`src/sv/htr_pkg.sv`:
```
// Shared constants, codes and types of the heater temperature regulator.
// No dependencies; every other file refers to this package by scoped names.
package htr_pkg;

    localparam int HEATER_COUNT = 4;
    localparam int HIDX_W       = (HEATER_COUNT > 1) ? $clog2(HEATER_COUNT) : 1;

    localparam logic [1:0] REQ_TICK       = 2'd0;
    localparam logic [1:0] REQ_SET_TARGET = 2'd1;
    localparam logic [1:0] REQ_SET_SENSOR = 2'd2;

    localparam logic [1:0] ST_OK         = 2'd0;
    localparam logic [1:0] ST_SENSOR_ERR = 2'd1;
    localparam logic [1:0] ST_SKIP       = 2'd2;
    localparam logic [1:0] ST_BAD_HEATER = 2'd3;

    localparam logic [2:0] CFG_GAIN_P   = 3'd0;
    localparam logic [2:0] CFG_GAIN_I   = 3'd1;
    localparam logic [2:0] CFG_GAIN_D   = 3'd2;
    localparam logic [2:0] CFG_DUTY_MAX = 3'd3;
    localparam logic [2:0] CFG_DUTY_MIN = 3'd4;
    localparam logic [2:0] CFG_MODE     = 3'd5;
    localparam logic [2:0] CFG_BAND     = 3'd6;

    localparam logic [23:0] GAIN_P_RST   = 24'd534016;
    localparam logic [15:0] DUTY_MAX_RST = 16'hFFFF;
    localparam logic [9:0]  BAND_RST     = 10'd10;

    localparam logic [15:0] READ_ERR_LOW  = 16'h0000;
    localparam logic [15:0] READ_ERR_HIGH = 16'hFFFF;
    localparam logic [15:0] FULL_ON       = 16'hFFFF;
    localparam logic        MODE_BANG     = 1'b1;

    typedef struct packed {
        logic [23:0] gain_p;
        logic [23:0] gain_i;
        logic [23:0] gain_d;
        logic [15:0] duty_max;
        logic [15:0] duty_min;
        logic        mode;
        logic [9:0]  band;
    } t_cfg;

    typedef struct packed {
        logic [15:0] target;
        logic        sensor;
        logic [15:0] duty;
        logic [23:0] integ;
        logic [15:0] prev;
    } t_entry;

    typedef struct packed {
        logic [1:0]  req_type;
        logic [7:0]  heater;
        logic [15:0] measured;
        logic [15:0] target_value;
        logic        sensor_present;
    } t_req;

    typedef struct packed {
        logic              en;
        logic [HIDX_W-1:0] idx;
        t_entry            data;
    } t_wr;

    typedef struct packed {
        logic [15:0] duty;
        logic        duty_write;
        logic [1:0]  status;
    } t_result;

endpackage

```
`src/sv/htr_state_store.sv`:
```
// Per-heater state memory: one word per heater, one read and one write port.
// Read data registered; entries never written read as zero. Depends on htr_pkg.
module htr_state_store (
    input  logic                       i_clk,
    input  logic                       i_rst_n,
    input  logic                       i_rd_en,
    input  logic [htr_pkg::HIDX_W-1:0] i_rd_idx,
    output htr_pkg::t_entry            o_rd_data,
    input  htr_pkg::t_wr               i_wr
);

    localparam int ENTRY_W = $bits(htr_pkg::t_entry);

    logic [ENTRY_W-1:0]               r_mem [htr_pkg::HEATER_COUNT];
    logic [htr_pkg::HEATER_COUNT-1:0] r_valid;
    logic [ENTRY_W-1:0]               r_rd_data;
    logic                             r_rd_valid;

    always_ff @(posedge i_clk) begin
        if (i_wr.en) begin
            r_mem[i_wr.idx] <= i_wr.data;
        end
        if (i_rd_en) begin
            r_rd_data <= r_mem[i_rd_idx];
        end
    end

    always_ff @(posedge i_clk) begin
        if (!i_rst_n) begin
            r_valid    <= '0;
            r_rd_valid <= 1'b0;
        end else begin
            if (i_wr.en) begin
                r_valid[i_wr.idx] <= 1'b1;
            end
            if (i_rd_en) begin
                r_rd_valid <= r_valid[i_rd_idx];
            end
        end
    end

    assign o_rd_data = r_rd_valid ? htr_pkg::t_entry'(r_rd_data) : '0;

endmodule

```
`config.mk`:
```
export PLATFORM = sky130hd
export DESIGN_NAME = htr_state_store
export DESIGN_NICKNAME = d
export VERILOG_FILES = /design/src/sv/htr_pkg.sv /design/src/sv/htr_state_store.sv
export SDC_FILE = /design/constraint.sdc
export NUM_CORES = 1
export LEC_CHECK = 0
export BUFFER_PORTS_ARGS = -buffer_cell sky130_fd_sc_hd__buf_2
export CORE_UTILIZATION = 55
export CTS_CLUSTER_DIAMETER = 100
export DETAILED_ROUTE_END_ITERATION = 10
export PLACE_DENSITY = 0.85
export SYNTH_ARGS = -nofsm -noshare
export SYNTH_HDL_FRONTEND = slang
export SYNTH_SLANG_ARGS = --single-unit
```
`constraint.sdc`:
```
create_clock -name i_clk -period 10.6 [get_ports i_clk]
set_input_delay 2.12 -clock i_clk [delete_from_list [all_inputs] [get_ports i_clk]]
set_output_delay 2.12 -clock i_clk [all_outputs]
set_load 0.01 [all_outputs]
```
==> impl_metrics.toml <==
[status]
outcome = "complete, no violations"

[hold_path]
hold_start = "r_valid[1]"
holdCritPathClass = "flip-flop to flip-flop"
hold_depth = 1
hold_end = "r_valid[1]"

[placement]
placed_cell_area_um2 = 14500
io_buffers = 153
place_congestion = 0.688
dpl.hpwl_um = 12700

[clock_tree]
worstSkewPairLatency_ns = 0.51
cts_tree = "yes"
cts_hold_buf = 0
post_cts_buffers = 0
cts-root-buf = "clkbuf_16"
htree_levels = 2
cts.repair.resized = 0
clockBufferDepth = 3
clkSlewWorstSetupHoldPaths_ns = 0.06
clock_sinks = 370
cts_made_buffers = 36

[setup_path]
crit_type = "flip-flop to primary output"
crit_path_end_kind = "primary output"
rrSetupSlack_ns = 9.12
reg2reg_from = "r_rd_valid"
cp.arrival_ns = 2.09
r2r_end = "r_rd_valid"
crit_slowest_cell = "dfxtp_2"
cpPeakStageDelay_ns = 1.09
crit_chain = "and2_1 -> buf_2"
critPathMaxFanout = 74
worstPathRequired_ns = 8.48
startpoint_type = "flip-flop"
ff2ff_path_depth = 2

[yosys]
synth_adder_area_share = 0
ys_warn_count = 0
synth.top_cell.area_share = 0.817
synth-compound-area-share = 0.00289
syn_avg_cell_area_um2 = 24.2
seq_area_frac_synth = 0.824
yosys.area.top_type = "edfxtp_1"
synth-xor-area-share = 0
syn_area_um2 = 13400
synthTopCellsByArea = "edfxtp_1 (82%), mux4_2 (12%), and2_1 (3.4%)"
postSynthCellCount = 554
yosysUniqueCellTypes = 16
synthesis.nets = 635
synth_top_family_by_area = "multiplexers"
synthMuxAreaShare = 0.124
synth_simple_gate_area_frac = 0.0378
ys_ff_latch = 370

[sta]
period_share = 0.397
rsz0062_at_grt = "no"
hold_viol = 0
min_period_ns = 4.21
timing.fmax_mhz = 238
tns_ns = 0
finalSetupViolations = 0
skew_ns = 0.0125
tightest_slew_ns = 1.18
slew_headroom = 0.211
drv_slew = 0

[grt]
grt_max_degree = 77
grt_usage = 0.189
antenna_found_initial = 7
grt_pass1_vias = 6265
grt_pass1_wl_um = 34500
overflow = 0

[drt]
drt_iter0_markers = 400
post_drt_wl_per_cell_um = 21.6
ant_nets = 0
drcViolationCount = 0
via_per_inst = 5.52
dr_total_vias = 5930
first_pass_iters = 4
wl_um = 23200

[die]
die_y_um = 158
core_um2 = 23700
initial_utilization = 0.567
die-area_um2 = 25000
die_x_um = 158
rows = 56
pin_count = 154

[layout]
fillers = 1542
design_area_um2 = 15600
nets = 806
drive_gt1_frac = 0.372
area_delta_synth_final_pct = 16.3

[power_and_ir_drop]
p_per_area_nw_per_um2 = 195
irDropWorstVdd_v = 0.000129
p_leak_nw = 5.43

[job]
maxCapViolCount = 0
worst max path at each step:
stage / to / startpoint
2_1_floorplan: r_mem[0][0] / i_wr[73]
3_3_place_gp: r_rd_data[7] / i_rd_idx[0]
3_5_place_dp: r_rd_data[11] / i_rd_idx[0]
4_1_cts: o_rd_data[15] / r_rd_valid
5_1_grt: o_rd_data[1] / r_rd_valid
6_report: o_rd_data[1] / r_rd_valid
per-stage QoR:
step	total power, mW	cells	worst slack [ns]	utilization	hold slack [ns]
final	3.04	1075	6.39	0.659	0.480
after global routing	3.12	1071	6.23	0.658	0.495
after CTS	3.06	1067	6.29	0.658	0.476
after detailed placement	1.89	1006	6.14	0.612	0.463
after global placement	1.87	1006	6.19	0.612	0.449
after floorplan	1.82	554	2.46	-	0.440
state kept, by name (all words and copies together) (netlist names):
| name | count |
|---|---|
| r_mem | 292 |
| r_rd_data | 73 |
| r_rd_valid | 1 |
| r_valid | 4 |
Yosys cell counts:
| cell type | n |
|---|---|
| and2_1 | 73 |
| buf_2 | 6 |
| buf_6 | 6 |
| mux2i_1 | 2 |
| o221ai_1 | 1 |
| edfxtp_1 | 365 |
| buf_4 | 2 |
| clkbuf_1 | 10 |
| dfxtp_1 | 5 |
| nand3b_1 | 2 |
| and3b_1 | 2 |
| and3_1 | 1 |
| o21a_1 | 4 |
| nor3b_1 | 1 |
| nand3_1 | 1 |
| mux4_2 | 73 |
layer usage:
layer	wire (um)	share of wire	vias up	track usage
li1	-	-	2627	-
met1	9510	0.41	3057	0.244
met2	11800	0.51	204	0.320
met3	1320	0.057	42	0.0438
met4	516	0.022	0	0.0627
met5	0	0	-	0
critical path: cells and delay by family (launching register included):
| kind | cells | cell delay (ns) |
|---|---|---|
| flops | 1 | 1.09 |
| simple gates | 1 | 0.29 |
| buf+inv | 1 | 0.14 |
layout make-up:
class | instances | area [um2] | share of cell area
Sequential cell | 370 | 11100 | 0.709
Multi-Input combinational cell | 160 | 2230 | 0.143
Timing Repair Buffer | 157 | 803 | 0.0515
Clock inverter | 11 | 96.3 | 0.00617
Tap cell | 319 | 399 | 0.0256
Clock buffer | 50 | 995 | 0.0637
Antenna cell | 8 | 20.0 | 0.00128
cells in the final DEF, fill, tap and decap left out, types with 2 or more instances in the layout:
cell type  synthesis  routed
and2_1            73      73
and3b_4            0       2
buf_2              6     150
buf_4              2       7
bufinv_16          0       2
clkbuf_1          10      11
clkbuf_16          0      37
clkbuf_8           0       2
clkinv_1           0       7
clkinv_2           0       2
dfxtp_1            5       4
diode_2            0       8
edfxtp_1         365     365
mux2i_1            2       2
mux4_2            73      73
nand3b_1           2       2
o21a_1             4       4
logic make-up (layout without fill, tap and decap cells):
logic type | count (synthesis) | in the layout
buffers and inverters | 24 | 218
other | 0 | 8
AND/OR/NAND/NOR | 80 | 80
AO/OA/AOI/OAI | 5 | 5
flip-flops | 370 | 370
multiplexers | 75 | 75
power by group:
| part | total, mW | switching [mW] | internal (mW) |
|---|---|---|---|
| combinational | 0.131 | 0.0700 | 0.0606 |
| sequential | 1.72 | 0.0221 | 1.70 |
| clock | 1.18 | 0.484 | 0.700 |
| total | 3.04 | 0.576 | 2.46 |
No activity file was read; power rests on OpenSTA's default activity.
