[config.mk]
export PLATFORM = sky130hd
export DESIGN_NAME = htr_cfg_regs
export DESIGN_NICKNAME = d
export VERILOG_FILES = /design/src/sv/htr_pkg.sv /design/src/sv/htr_cfg_regs.sv
export SDC_FILE = /design/constraint.sdc
export NUM_CORES = 1
export LEC_CHECK = 0
export ABC_CLOCK_PERIOD_IN_PS = 1480
export BUFFER_PORTS_ARGS = -buffer_cell sky130_fd_sc_hd__buf_2
export CAP_MARGIN = 25
export CORE_MARGIN = 2
export CORE_UTILIZATION = 50
export DETAILED_ROUTE_END_ITERATION = 7
export PLACE_DENSITY = 0.79
export SYNTH_ARGS = -nofsm -noshare
export SYNTH_HDL_FRONTEND = slang
export SYNTH_SLANG_ARGS = --single-unit
[constraint.sdc]
create_clock -name i_clk -period 1.48 [get_ports i_clk]
set_clock_uncertainty 0.2 [all_clocks]
set_input_delay 0.074 -clock i_clk [delete_from_list [all_inputs] [get_ports i_clk]]
set_output_delay 0.074 -clock i_clk [all_outputs]
set_load 0.01 [all_outputs]
[src/sv/htr_pkg.sv]
// Shared constants, codes and types of the heater temperature regulator.
// No dependencies; every other file refers to this package by scoped names.
package htr_pkg;

    localparam int HEATER_COUNT = 4;
    localparam int HIDX_W       = (HEATER_COUNT > 1) ? $clog2(HEATER_COUNT) : 1;

    localparam logic [1:0] REQ_TICK       = 2'd0;
    localparam logic [1:0] REQ_SET_TARGET = 2'd1;
    localparam logic [1:0] REQ_SET_SENSOR = 2'd2;

    localparam logic [1:0] ST_OK         = 2'd0;
    localparam logic [1:0] ST_SENSOR_ERR = 2'd1;
    localparam logic [1:0] ST_SKIP       = 2'd2;
    localparam logic [1:0] ST_BAD_HEATER = 2'd3;

    localparam logic [2:0] CFG_GAIN_P   = 3'd0;
    localparam logic [2:0] CFG_GAIN_I   = 3'd1;
    localparam logic [2:0] CFG_GAIN_D   = 3'd2;
    localparam logic [2:0] CFG_DUTY_MAX = 3'd3;
    localparam logic [2:0] CFG_DUTY_MIN = 3'd4;
    localparam logic [2:0] CFG_MODE     = 3'd5;
    localparam logic [2:0] CFG_BAND     = 3'd6;

    localparam logic [23:0] GAIN_P_RST   = 24'd534016;
    localparam logic [15:0] DUTY_MAX_RST = 16'hFFFF;
    localparam logic [9:0]  BAND_RST     = 10'd10;

    localparam logic [15:0] READ_ERR_LOW  = 16'h0000;
    localparam logic [15:0] READ_ERR_HIGH = 16'hFFFF;
    localparam logic [15:0] FULL_ON       = 16'hFFFF;
    localparam logic        MODE_BANG     = 1'b1;

    typedef struct packed {
        logic [23:0] gain_p;
        logic [23:0] gain_i;
        logic [23:0] gain_d;
        logic [15:0] duty_max;
        logic [15:0] duty_min;
        logic        mode;
        logic [9:0]  band;
    } t_cfg;

    typedef struct packed {
        logic [15:0] target;
        logic        sensor;
        logic [15:0] duty;
        logic [23:0] integ;
        logic [15:0] prev;
    } t_entry;

    typedef struct packed {
        logic [1:0]  req_type;
        logic [7:0]  heater;
        logic [15:0] measured;
        logic [15:0] target_value;
        logic        sensor_present;
    } t_req;

    typedef struct packed {
        logic              en;
        logic [HIDX_W-1:0] idx;
        t_entry            data;
    } t_wr;

    typedef struct packed {
        logic [15:0] duty;
        logic        duty_write;
        logic [1:0]  status;
    } t_result;

endpackage

[src/sv/htr_cfg_regs.sv]
// Configuration register file: gains, duty clamps, mode and hysteresis band.
// Depends on htr_pkg.
module htr_cfg_regs (
    input  logic          i_clk,
    input  logic          i_rst_n,
    input  logic          i_cfg_valid,
    input  logic [2:0]    i_cfg_index,
    input  logic [23:0]   i_cfg_data,
    output htr_pkg::t_cfg o_cfg
);

    htr_pkg::t_cfg r_cfg;

    always_ff @(posedge i_clk) begin
        if (!i_rst_n) begin
            r_cfg.gain_p   <= htr_pkg::GAIN_P_RST;
            r_cfg.gain_i   <= '0;
            r_cfg.gain_d   <= '0;
            r_cfg.duty_max <= htr_pkg::DUTY_MAX_RST;
            r_cfg.duty_min <= '0;
            r_cfg.mode     <= 1'b0;
            r_cfg.band     <= htr_pkg::BAND_RST;
        end else if (i_cfg_valid) begin
            unique case (i_cfg_index)
                htr_pkg::CFG_GAIN_P:   r_cfg.gain_p   <= i_cfg_data;
                htr_pkg::CFG_GAIN_I:   r_cfg.gain_i   <= i_cfg_data;
                htr_pkg::CFG_GAIN_D:   r_cfg.gain_d   <= i_cfg_data;
                htr_pkg::CFG_DUTY_MAX: r_cfg.duty_max <= i_cfg_data[15:0];
                htr_pkg::CFG_DUTY_MIN: r_cfg.duty_min <= i_cfg_data[15:0];
                htr_pkg::CFG_MODE:     r_cfg.mode     <= i_cfg_data[0];
                htr_pkg::CFG_BAND:     r_cfg.band     <= i_cfg_data[9:0];
                default: begin
                end
            endcase
        end
    end

    assign o_cfg = r_cfg;

endmodule

==> qor.yml <==
outcome:
  outcome: "complete, but fails checks"
  violated_checks: "hold timing, setup timing"
worst_setup_path:
  crit_path_start_kind: "flop"
  timing.critical_path.to_type: "flop"
  critPathKind: "flop to flop"
  timing.critical_path.arrival_ns: 1.82
  cp_data_required_time_ns: 1.68
  cp_max_fo: 2
  r2r_slack_ns: -0.14
  worst_r2r_endpoint: "o_cfg[86]$_SDFFE_PN0P_"
  reg2regPathDepth: 3
  r2r_start: "o_cfg[86]$_SDFFE_PN0P_"
die:
  chipHeight_um: 97.6
  floorplan.rows: 34
  die_area_um2: 9530
  die_w_um: 97.6
  io-pin-count: 145
  starting_density: 0.510
  placeableCoreArea_um2: 8590
route:
  route.antenna.remaining_nets: 0
  drt-total-wl_mm: 14.2
  viasPerCell: 5.09
  drt_pre_antenna_iters: 4
  wl_per_cell_um: 17.8
  post-route-drc-count: 0
  num_vias: 4078
  dr.first_iter.drc_count: 98
grt:
  vias_in_the_first_global_route: 4385
  grt_start_max_net_pins: 62
  antenna_found_initial: 0
  leftover_overflow_at_the_end_of_global_routing: 0
  grt_util_all_layers: 0.297
  grt_pass1_wl_mm: 22.2
sta:
  setup_violations: 1
  grt_setup_unrepaired: "true"
  setup_ws_ns: -0.142
  fin_crit_sh: 1.10
  finalHoldViolations: 27
  period_minus_slack_ns: 1.62
  tightest_slew_ns: 0.572
  final.setup.tns_ns: -0.142
  hold_ws_ns: -0.0679
  slew-limit-headroom: 0.618
  slew_viol_final: 0
  timing.fmax_ghz: 0.617
yosys:
  synthTopCellsByArea: "dfxtp_1 (53%), mux2i_1 (26%), nand2_1 (10%), nor2b_1 (5.6%), clkbuf_1 (1.4%)"
  postSynthNetCount: 455
  yosys.area.top_type_share: 0.526
  ys_ff_latch: 115
  post_synth.cell_area_avg_um2: 10.3
  synthesis.yosys.warnings: 0
  synthesis.area_um2: 4380
  ys_dominant_reg_cell: "dfxtp_1"
  synth_seq_area_share: 0.526
  synth.most_common_cell: "nand2_1"
  ys_top_cells_by_count: "nand2_1 (117), dfxtp_1 (115), mux2i_1 (115)"
  async_reset_ff_frac: 0
  synth_cell_type_count: 16
  biggest_area_consumer_among_synthesized_cells: "dfxtp_1"
  synth_enable_flop_cells: 0
  synthCells: 425
clock_network:
  cts_root_buf: "clkbuf_8"
  tritoncts_num_sinks: 115
  clk_latency_ns: 0.51
  cts-root-to-sink-buffers: 2
  clock_slew_at_reported_path_ffs_ns: 0.06
  tritoncts_clock_tree: "done"
  clock_tree.htree_level_count: 4
  tritoncts.num_buffers: 17
power_and_ir_drop:
  power.net_switching_mw: 1.78
  totalPowerFinal_mw: 8.21
  power.leakage_nw: 3.36
  power_frac_seq: 0.391
  ir_worst_vdd_v: 0.00114
  p_int_mw: 6.43
  power_density_nw_per_um2: 1170
  p_comb_frac: 0.079
  clockPowerShare: 0.530
  power.switching_fraction: 0.216
min_path:
  timing.hold.worst.start: "i_cfg_index[0]"
  worst_hold_path_type: "primary input to flop"
  timing.hold.worst_endpoint: "o_cfg[113]$_SDFFE_PN0P_"
  worstHoldPathCells: 4
final_layout:
  final_net_count: 711
  area_taken_by_flip_flops_and_latches_um2: 2300
  area_occupied_by_multi_input_gates_um2: 1940
  final_layout_size_suffix_gt1_frac: 0.289
  post-route-util: 0.818
  synthToLayoutAreaGrowth_pct: 60.6
  insertedDiodeCount: 0
  largest_reg_flops: 115
  n_fill_cell: 494
  finalInstanceArea_um2: 7030
job:
  maxCapViolCount: 0
placed_design:
  globalplace.congestion: 0.791
  postPlaceCellArea_um2: 5280
  detailedPlacementHpwl_mm: 7.52
  preCtsSetupSlack_ns: 0.0372
  placement.io_buffers: 144
power by group through the flow:
stage                     combinational [mW]  sequential, mW  clock [mW]
after floorplan                        0.235            3.30           0
after global placement                 0.466            3.26           0
after detailed placement               0.478            3.27           0
after CTS                              0.621            3.20        4.35
after global routing                   0.691            3.21        4.55
final                                  0.649            3.21        4.35
logic make-up after synthesis:
kind of cell | after synthesis | share of synthesized area
buffers and inverters | 31 | 0.0377
flip-flops | 115 | 0.526
multiplexers | 115 | 0.263
AND/OR/NAND/NOR | 164 | 0.174
critical path: stages (launching register included):
cell           delay (ns)
dfxtp_1              0.35
nand2_1              0.08
dlygate4sd3_1        0.62
mux2i_1              0.27
worst max-delay path by stage:
stage	from	endpoint	slack (ns)	depth (start not counted)
floorplan	i_cfg_index[0]	o_cfg[104]$_SDFFE_PN1P_	0.17	4
global placement	i_cfg_index[1]	o_cfg[109]$_SDFFE_PN0P_	0.08	4
detailed placement	i_cfg_index[1]	o_cfg[108]$_SDFFE_PN0P_	0.04	4
CTS	i_cfg_index[1]	o_cfg[103]$_SDFFE_PN0P_	0.02	5
global route	o_cfg[86]$_SDFFE_PN0P_	o_cfg[86]$_SDFFE_PN0P_	-0.13	3
finish	o_cfg[86]$_SDFFE_PN0P_	o_cfg[86]$_SDFFE_PN0P_	-0.14	3
repair_timing:
| item | in CTS | in global routing |
|---|---|---|
| setup endpoints to repair | 0 | 12 |
| hold buffers | 107 | 1 |
| endpoints found under the hold margin | 115 | 27 |
| gates resized for setup | 0 | 7 |
| setup buffers | 0 | 4 |
placed cells by master (no fill, tap or decap), types with 6 or more instances in the layout:
master / netlist / final
nand2_1: 117 / 116
buf_4: 4 / 11
mux2i_1: 115 / 115
clkbuf_8: 0 / 6
buf_12: 1 / 7
dfxtp_1: 115 / 114
buf_2: 8 / 143
nor2b_1: 39 / 38
clkbuf_16: 0 / 16
dlygate4sd3_1: 0 / 103
area by class of cell:
| type | count | share of cell area |
|---|---|---|
| flip-flops and latches | 115 | 0.328 |
| multi-input cells | 279 | 0.276 |
| repair buffers | 268 | 0.287 |
| well taps | 108 | 0.0192 |
| clock inverters | 9 | 0.0213 |
| clock buffers | 22 | 0.0687 |
stage by stage:
step	hold slack [ns]	instances
after CTS	-0.0790	798
final	-0.0679	801
after floorplan	0.0355	425
after detailed placement	0.158	660
after global placement	0.149	660
after global routing	-0.0655	801
layer usage:
layer	GRT usage	wire length, um
met1	0.317	5480
met2	0.543	7610
met3	0.0871	759
met4	0.126	374
met5	0	0
Power figures use the tool's default switching activity.
