### config.mk
export PLATFORM = sky130hd
export DESIGN_NAME = htr_pipe
export DESIGN_NICKNAME = d
export VERILOG_FILES = /design/src/sv/htr_pkg.sv /design/src/sv/htr_pipe.sv
export SDC_FILE = /design/constraint.sdc
export NUM_CORES = 2
export LEC_CHECK = 0
export BUFFER_PORTS_ARGS = -buffer_cell sky130_fd_sc_hd__clkbuf_2
export CORE_MARGIN = 2
export CORE_UTILIZATION = 45
export DETAILED_ROUTE_END_ITERATION = 12
export PLACE_DENSITY = 0.64
export SLEW_MARGIN = 20
export SYNTH_ARGS = -nofsm -noshare
export SYNTH_HDL_FRONTEND = slang
export SYNTH_SLANG_ARGS = --single-unit
### constraint.sdc
create_clock -name i_clk -period 19.76 [get_ports i_clk]
set_input_delay 1.976 -clock i_clk [delete_from_list [all_inputs] [get_ports i_clk]]
set_output_delay 1.976 -clock i_clk [all_outputs]
set_load 0.1 [all_outputs]
### src/sv/htr_pkg.sv
// Shared constants, codes and types of the heater temperature regulator.
// No dependencies; every other file refers to this package by scoped names.
package htr_pkg;

    localparam int HEATER_COUNT = 4;
    localparam int HIDX_W       = (HEATER_COUNT > 1) ? $clog2(HEATER_COUNT) : 1;

    localparam logic [1:0] REQ_TICK       = 2'd0;
    localparam logic [1:0] REQ_SET_TARGET = 2'd1;
    localparam logic [1:0] REQ_SET_SENSOR = 2'd2;

    localparam logic [1:0] ST_OK         = 2'd0;
    localparam logic [1:0] ST_SENSOR_ERR = 2'd1;
    localparam logic [1:0] ST_SKIP       = 2'd2;
    localparam logic [1:0] ST_BAD_HEATER = 2'd3;

    localparam logic [2:0] CFG_GAIN_P   = 3'd0;
    localparam logic [2:0] CFG_GAIN_I   = 3'd1;
    localparam logic [2:0] CFG_GAIN_D   = 3'd2;
    localparam logic [2:0] CFG_DUTY_MAX = 3'd3;
    localparam logic [2:0] CFG_DUTY_MIN = 3'd4;
    localparam logic [2:0] CFG_MODE     = 3'd5;
    localparam logic [2:0] CFG_BAND     = 3'd6;

    localparam logic [23:0] GAIN_P_RST   = 24'd534016;
    localparam logic [15:0] DUTY_MAX_RST = 16'hFFFF;
    localparam logic [9:0]  BAND_RST     = 10'd10;

    localparam logic [15:0] READ_ERR_LOW  = 16'h0000;
    localparam logic [15:0] READ_ERR_HIGH = 16'hFFFF;
    localparam logic [15:0] FULL_ON       = 16'hFFFF;
    localparam logic        MODE_BANG     = 1'b1;

    typedef struct packed {
        logic [23:0] gain_p;
        logic [23:0] gain_i;
        logic [23:0] gain_d;
        logic [15:0] duty_max;
        logic [15:0] duty_min;
        logic        mode;
        logic [9:0]  band;
    } t_cfg;

    typedef struct packed {
        logic [15:0] target;
        logic        sensor;
        logic [15:0] duty;
        logic [23:0] integ;
        logic [15:0] prev;
    } t_entry;

    typedef struct packed {
        logic [1:0]  req_type;
        logic [7:0]  heater;
        logic [15:0] measured;
        logic [15:0] target_value;
        logic        sensor_present;
    } t_req;

    typedef struct packed {
        logic              en;
        logic [HIDX_W-1:0] idx;
        t_entry            data;
    } t_wr;

    typedef struct packed {
        logic [15:0] duty;
        logic        duty_write;
        logic [1:0]  status;
    } t_result;

endpackage

### src/sv/htr_pipe.sv
// Five-stage update pipeline: classify, PID multiplies and clamps, bang-bang,
// result and state write-back. Depends on htr_pkg.
module htr_pipe (
    input  logic             i_clk,
    input  logic             i_rst_n,
    input  logic             i_adv,
    input  logic             i_load,
    input  htr_pkg::t_req    i_req,
    input  htr_pkg::t_entry  i_entry,
    input  htr_pkg::t_cfg    i_cfg,
    output logic             o_hazard,
    output logic             o_valid,
    output htr_pkg::t_result o_result,
    output htr_pkg::t_wr     o_wr
);

    typedef enum logic [2:0] {
        OP_BAD,
        OP_SET_TARGET,
        OP_SET_SENSOR,
        OP_IGNORE,
        OP_SKIP,
        OP_SENSOR_ERR,
        OP_RUN
    } t_op;

    typedef struct packed {
        t_op             op;
        logic [7:0]      heater;
        logic [15:0]     measured;
        logic [15:0]     target_value;
        logic            sensor_present;
        htr_pkg::t_entry entry;
        logic [15:0]     bb_duty;
    } t_item;

    logic                r_s1_valid, r_s2_valid, r_s3_valid, r_s4_valid, r_s5_valid;
    htr_pkg::t_req       r_s1_req;
    t_item               r_s2_item, r_s3_item, r_s4_item, r_s5_item;
    logic signed [16:0]  r_s2_err, r_s2_chg, r_s3_err, r_s3_chg, r_s4_chg;
    logic signed [41:0]  r_s3_pi, r_s4_pp, r_s5_pd;
    logic [23:0]         r_s4_nic, r_s5_nic;
    logic signed [42:0]  r_s5_sum;

    t_item               n_s2_item;
    logic signed [16:0]  n_s2_err, n_s2_chg;
    logic [16:0]         w_band;
    logic signed [41:0]  n_s3_pi, n_s4_pp, n_s5_pd;
    logic signed [42:0]  w_ni;
    logic [23:0]         w_top24, n_s4_nic;
    logic signed [42:0]  n_s5_sum;
    logic signed [43:0]  w_out, w_top, w_bot;
    logic [15:0]         w_pid_duty, w_new_duty;
    logic                w_keep_i;
    htr_pkg::t_entry     w_wr_entry;
    logic                w_wr_en;

    // stage 1: classify, bang-bang decision and form differences
    always_comb begin
        n_s2_item.heater         = r_s1_req.heater;
        n_s2_item.measured       = r_s1_req.measured;
        n_s2_item.target_value   = r_s1_req.target_value;
        n_s2_item.sensor_present = r_s1_req.sensor_present;
        n_s2_item.entry          = i_entry;
        w_band = {7'd0, i_cfg.band};

        priority if (r_s1_req.heater >= 8'(htr_pkg::HEATER_COUNT)) begin
            n_s2_item.op = OP_BAD;
        end else if (r_s1_req.req_type == htr_pkg::REQ_SET_TARGET) begin
            n_s2_item.op = OP_SET_TARGET;
        end else if (r_s1_req.req_type == htr_pkg::REQ_SET_SENSOR) begin
            n_s2_item.op = OP_SET_SENSOR;
        end else if (r_s1_req.req_type != htr_pkg::REQ_TICK) begin
            n_s2_item.op = OP_IGNORE;
        end else if (i_entry.target == '0 || !i_entry.sensor) begin
            n_s2_item.op = OP_SKIP;
        end else if (r_s1_req.measured == htr_pkg::READ_ERR_LOW
                     || r_s1_req.measured == htr_pkg::READ_ERR_HIGH) begin
            n_s2_item.op = OP_SENSOR_ERR;
        end else begin
            n_s2_item.op = OP_RUN;
        end

        priority if ({1'b0, r_s1_req.measured} > {1'b0, i_entry.target} + w_band) begin
            n_s2_item.bb_duty = '0;
        end else if ({1'b0, r_s1_req.measured} + w_band < {1'b0, i_entry.target}) begin
            n_s2_item.bb_duty = htr_pkg::FULL_ON;
        end else begin
            n_s2_item.bb_duty = i_entry.duty;
        end

        n_s2_err = $signed({1'b0, i_entry.target} - {1'b0, r_s1_req.measured});
        n_s2_chg = $signed({1'b0, r_s1_req.measured} - {1'b0, i_entry.prev});
    end

    // stage 2: integral product
    assign n_s3_pi = r_s2_err * $signed({1'b0, i_cfg.gain_i});

    // stage 3: clamp integral, proportional product
    assign w_top24 = {i_cfg.duty_max, 8'h00};
    assign w_ni    = $signed({19'd0, r_s3_item.entry.integ}) + $signed({r_s3_pi[41], r_s3_pi});
    assign n_s4_pp = r_s3_err * $signed({1'b0, i_cfg.gain_p});

    always_comb begin
        priority if (w_ni > $signed({19'd0, w_top24})) begin
            n_s4_nic = w_top24;
        end else if (w_ni[42]) begin
            n_s4_nic = '0;
        end else begin
            n_s4_nic = w_ni[23:0];
        end
    end

    // stage 4: derivative product, partial sum
    assign n_s5_pd  = r_s4_chg * $signed({1'b0, i_cfg.gain_d});
    assign n_s5_sum = $signed({r_s4_pp[41], r_s4_pp}) + $signed({19'd0, r_s4_nic});

    // stage 5: output clamp, result and write-back
    assign w_out = $signed({r_s5_sum[42], r_s5_sum}) - $signed({{2{r_s5_pd[41]}}, r_s5_pd});
    assign w_top = $signed({20'd0, i_cfg.duty_max, 8'h00});
    assign w_bot = $signed({20'd0, i_cfg.duty_min, 8'h00});

    always_comb begin
        priority if (w_out >= w_top) begin
            w_pid_duty = i_cfg.duty_max;
            w_keep_i   = 1'b0;
        end else if (w_out < w_bot) begin
            w_pid_duty = i_cfg.duty_min;
            w_keep_i   = 1'b0;
        end else begin
            w_pid_duty = w_out[23:8];
            w_keep_i   = 1'b1;
        end
        w_new_duty = (i_cfg.mode == htr_pkg::MODE_BANG) ? r_s5_item.bb_duty : w_pid_duty;
    end

    always_comb begin
        w_wr_entry = r_s5_item.entry;
        w_wr_en    = 1'b0;
        o_result   = '{duty: 16'd0, duty_write: 1'b0, status: htr_pkg::ST_SKIP};
        unique case (r_s5_item.op)
            OP_BAD: begin
                o_result.status = htr_pkg::ST_BAD_HEATER;
            end
            OP_SET_TARGET: begin
                w_wr_entry.target = r_s5_item.target_value;
                w_wr_en           = 1'b1;
            end
            OP_SET_SENSOR: begin
                w_wr_entry.sensor = r_s5_item.sensor_present;
                w_wr_en           = 1'b1;
            end
            OP_IGNORE: begin
            end
            OP_SKIP: begin
                o_result.duty = r_s5_item.entry.duty;
            end
            OP_SENSOR_ERR: begin
                o_result.duty_write = 1'b1;
                o_result.status     = htr_pkg::ST_SENSOR_ERR;
            end
            OP_RUN: begin
                w_wr_entry.duty = w_new_duty;
                if (i_cfg.mode != htr_pkg::MODE_BANG) begin
                    w_wr_entry.prev = r_s5_item.measured;
                    if (w_keep_i) begin
                        w_wr_entry.integ = r_s5_nic;
                    end
                end
                w_wr_en             = 1'b1;
                o_result.duty       = w_new_duty;
                o_result.duty_write = (w_new_duty != r_s5_item.entry.duty);
                o_result.status     = htr_pkg::ST_OK;
            end
            default: begin
            end
        endcase
    end

    assign o_wr.en   = i_adv && r_s5_valid && w_wr_en;
    assign o_wr.idx  = r_s5_item.heater[htr_pkg::HIDX_W-1:0];
    assign o_wr.data = w_wr_entry;
    assign o_valid   = r_s5_valid;

    // hold a request whose heater still has an update in flight
    assign o_hazard = (r_s1_valid && r_s1_req.heater == i_req.heater)
                   || (r_s2_valid && r_s2_item.heater == i_req.heater)
                   || (r_s3_valid && r_s3_item.heater == i_req.heater)
                   || (r_s4_valid && r_s4_item.heater == i_req.heater)
                   || (r_s5_valid && r_s5_item.heater == i_req.heater);

    always_ff @(posedge i_clk) begin
        if (!i_rst_n) begin
            r_s1_valid <= 1'b0;
            r_s2_valid <= 1'b0;
            r_s3_valid <= 1'b0;
            r_s4_valid <= 1'b0;
            r_s5_valid <= 1'b0;
        end else if (i_adv) begin
            r_s1_valid <= i_load;
            r_s2_valid <= r_s1_valid;
            r_s3_valid <= r_s2_valid;
            r_s4_valid <= r_s3_valid;
            r_s5_valid <= r_s4_valid;
        end
    end

    always_ff @(posedge i_clk) begin
        if (i_adv) begin
            r_s1_req  <= i_req;
            r_s2_item <= n_s2_item;
            r_s2_err  <= n_s2_err;
            r_s2_chg  <= n_s2_chg;
            r_s3_item <= r_s2_item;
            r_s3_err  <= r_s2_err;
            r_s3_chg  <= r_s2_chg;
            r_s3_pi   <= n_s3_pi;
            r_s4_item <= r_s3_item;
            r_s4_chg  <= r_s3_chg;
            r_s4_nic  <= n_s4_nic;
            r_s4_pp   <= n_s4_pp;
            r_s5_item <= r_s4_item;
            r_s5_nic  <= r_s4_nic;
            r_s5_sum  <= n_s5_sum;
            r_s5_pd   <= n_s5_pd;
        end
    end

endmodule

==> metrics.log <==
INFO  metric run_status = complete, no violations
INFO  metric critical_path.cell_chain = inv_1 -> ha_1 -> inv_1 -> fa_1 -> a211oi_1 -> o21ai_1 -> o21ai_2 -> o211ai_2 -> a31oi_1 -> xnor2_1 -> ha_1 -> a21o_1 -> a21oi_1 -> o21ai_0 -> a221oi_1 -> nor2_1 -> a211oi_1 -> a31o_2 -> and2_1 -> nand3_2 -> mux2_2 -> clkbuf_2
INFO  metric clkTransAtPathRegs = 0.06 ns
INFO  metric synth_flop_cell = sky130_fd_sc_hd__edfxtp_1
INFO  metric finalWorstPathRequiredPeriod = 10.03 ns
INFO  metric syn_to_final_growth = 9.13%
INFO  metric synth_top_area_share = 33.3%
INFO  metric numPlacedInstances = 9763
INFO  metric r2r_slack = 11.69 ns
INFO  metric seq_area = 0.0264 mm²
INFO  metric wl_per_cell = 20.5 µm
INFO  metric ctsRootBufferMaster = sky130_fd_sc_hd__clkbuf_16
INFO  metric largest_net_degree_at_the_start_of_global_routing = 189
INFO  metric rsz0062_at_grt = no
INFO  metric globalRouteMet3Util = 2.43%
INFO  metric cts_htree_levels = 3
INFO  metric initial_core_util = 45.4%
INFO  metric synth-edff-count = 877
INFO  metric ant_nets = 0
INFO  metric multi_input_area = 0.0467 mm²
INFO  metric grt.met1_usage = 27.9%
INFO  metric worst_slack = 9.73 ns
INFO  metric hpwlAfterDp = 161000 µm
INFO  metric drt_iter0_drc = 3487
INFO  metric setup_violations = 0
INFO  metric crit_arrival = 8.05 ns
INFO  metric synth-seq-area-share = 33.4%
INFO  metric num_vias = 52476
INFO  metric port_buffers = 331
INFO  metric nets = 9414
INFO  metric hold_path.class = register to register
INFO  metric placeableCoreArea = 0.174 mm²
INFO  metric layout.cells.non_filler = 9956
INFO  metric synthesis.instances = 7303
INFO  metric summed_negative_setup_slack_over_all_endpoints = 0 ns
INFO  metric cts_buffers = 93
INFO  metric report.final.hold_viol_count = 0
INFO  metric design_area = 0.0863 mm²
INFO  metric avgViaCountPerCell = 5.27
INFO  metric worst_setup_path_end_kind = output pin
INFO  metric detailed_place.area = 0.0830 mm²
INFO  metric timing.setup.critical_path_class = register to output pin
INFO  metric mappedNetlistNets = 9182
INFO  metric worstSetupStartpointType = register
INFO  metric clock_tree.buffer_depth = 3
INFO  metric layout.cells.most_common_list = 1332 x sky130_fd_sc_hd__inv_1, 994 x sky130_fd_sc_hd__fa_1, 883 x sky130_fd_sc_hd__nand2_1
INFO  metric critPathSlowestCell = sky130_fd_sc_hd__nand3_2
INFO  metric final.setup_skew = 0.0768 ns
INFO  metric first_global_vias = 55998
INFO  metric cts-hold-fix-buffers = 0
INFO  metric globalRoute.busiestLayer = met2
INFO  metric grt_util_all_layers = 23.0%
INFO  metric grt_overflow_total = 0
INFO  metric detailedRoute.firstPassIterationCount = 6
INFO  metric synth.largest_area_cell = sky130_fd_sc_hd__edfxtp_1
INFO  metric layout-drive-gt1-share = 8.50%
INFO  metric grt_first_pass_wirelength = 318000 µm
INFO  metric floorplan.rows = 153
INFO  metric timing.critical_path.slowest_cell_delay = 0.87 ns
INFO  metric number_of_antenna_violations_at_the_first_check_in_global_routing = 36
INFO  metric min_period_over_period = 50.7%
INFO  metric synth.cell_area = 0.0791 mm²
INFO  metric clock_insertion_delay_worst_skew = 0.74 ns
INFO  metric required = 17.78 ns
INFO  metric clock.fmax = 0.0997 GHz
INFO  metric critPathTopFamily = compound AO/OA/AOI/OAI gates
INFO  metric ys_seq_elements = 882
INFO  metric top_level_ports = 332
INFO  metric drv_cap = 0
INFO  metric cts_tree = built
INFO  metric synth.top_cells.by_area = sky130_fd_sc_hd__edfxtp_1 33%, sky130_fd_sc_hd__fa_1 25%, sky130_fd_sc_hd__ha_1 10%
INFO  metric slew_at_the_pin_closest_to_its_max_slew_limit = 1.13 ns
INFO  metric number_of_buffers_inserted_to_repair_setup_after_cts = 0
INFO  metric dieArea = 0.179 mm²
INFO  metric drv_slew = 0
INFO  metric global_route_met2_utilization = 39.6%
INFO  metric critical_path.n_buffers_inverters = 3
INFO  metric postSynth.asyncResetShare = 0%
INFO  metric netlist-cell-type-count = 92
INFO  metric syn-mean-instance-area = 10.8 µm²
INFO  metric gp_congestion = 0.902
INFO  metric die_y = 423 µm
INFO  metric critical_path.max_fanout = 24
INFO  metric cts_resized = 0
INFO  metric synth_warnings = 0
INFO  metric mostFrequentLayoutCell = sky130_fd_sc_hd__inv_1
INFO  metric dp_slack = 10.36 ns
INFO  metric chipWidth = 423 µm
INFO  metric drt-total-wl = 204000 µm
INFO  metric slew-limit-headroom = 25.0%
INFO  metric nFillCells = 15885
INFO  metric drc = 0
INFO  metric tritoncts_num_sinks = 882
-- sequential cells by signal, indices dropped and copies added (netlist names), 2 cells and up --
signal	flops
r_s2_item	133
r_s3_item	133
r_s4_item	133
r_s5_item	131
r_s5_sum	43
r_s3_pi	42
r_s4_pp	42
r_s5_pd	42
n_s2_item	41
r_s4_nic	24
r_s5_nic	24
r_s2_chg	17
r_s2_err	17
r_s3_chg	17
r_s3_err	17
r_s4_chg	17
o_wr	2
r_s1_req	2
-- path summary, 6_finish.rpt --
check                                              from                 endpoint  cells past startpoint
worst min register to register  r_s3_item[15]$_DFFE_PP_  r_s4_item[15]$_DFFE_PP_                      0
worst max-delay path              r_s5_sum[0]$_DFFE_PP_                 o_wr[39]                     22
worst min-delay path            r_s3_item[15]$_DFFE_PP_  r_s4_item[15]$_DFFE_PP_                      0
worst max register to register    r_s3_err[2]$_DFFE_PP_    r_s4_pp[41]$_DFFE_PP_                     28
-- routing by layer --
layer | up-vias | part of all wire [%] | routed length (µm)
met3 | 422 | 4.5 | 9150
met5 | - | 0.013 | 27
met4 | 4 | 6.1 | 12500
li1 | 24014 | - | -
met1 | 26545 | 39 | 79800
met2 | 1491 | 50 | 102000
-- logic make-up after synthesis --
family / synth area share (%)
xor+xnor: 3.35
fa+ha+maj: 35.5
mux: 1.46
buf+inv: 7.53
simple gates: 12.8
flops: 33.4
compound gates: 5.98
-- Yosys cell counts (all sizes together) (26+ instances only) --
library cell and instances:
inv 1332, xor2 93, o21a 49, nand2b 88, and3 26, o21bai 28, clkbuf 220, nor4 32
nand2 883, ha 650, nor3 61, and2 519, xnor2 209, nor2b 42, nand4 47, nor2 252
nand3 64, mux2 87, a21o 85, edfxtp 877, a21boi 31, fa 994, o21ai 145, a21oi 208
-- final cells by class --
class | instances | area share (%)
clock buffers | 111 | 2.79
multi-input cells | 4848 | 54.1
well taps | 2325 | 3.37
inverters | 1335 | 5.81
flip-flops and latches | 882 | 30.6
repair buffers | 375 | 2.37
diodes | 22 | 0.0638
clock inverters | 58 | 0.841
-- stage by stage --
step           util (%)  hold slack, ns
3_5_place_dp       47.7           0.405
6_report           49.5           0.386
5_1_grt            49.5           0.394
3_3_place_gp       47.7           0.400
4_1_cts            49.5           0.387
2_1_floorplan         -           0.400
Power is left out: the tool's default activity adds up to more than one toggle a clock period on the data nets, which glitch-free logic cannot reach.
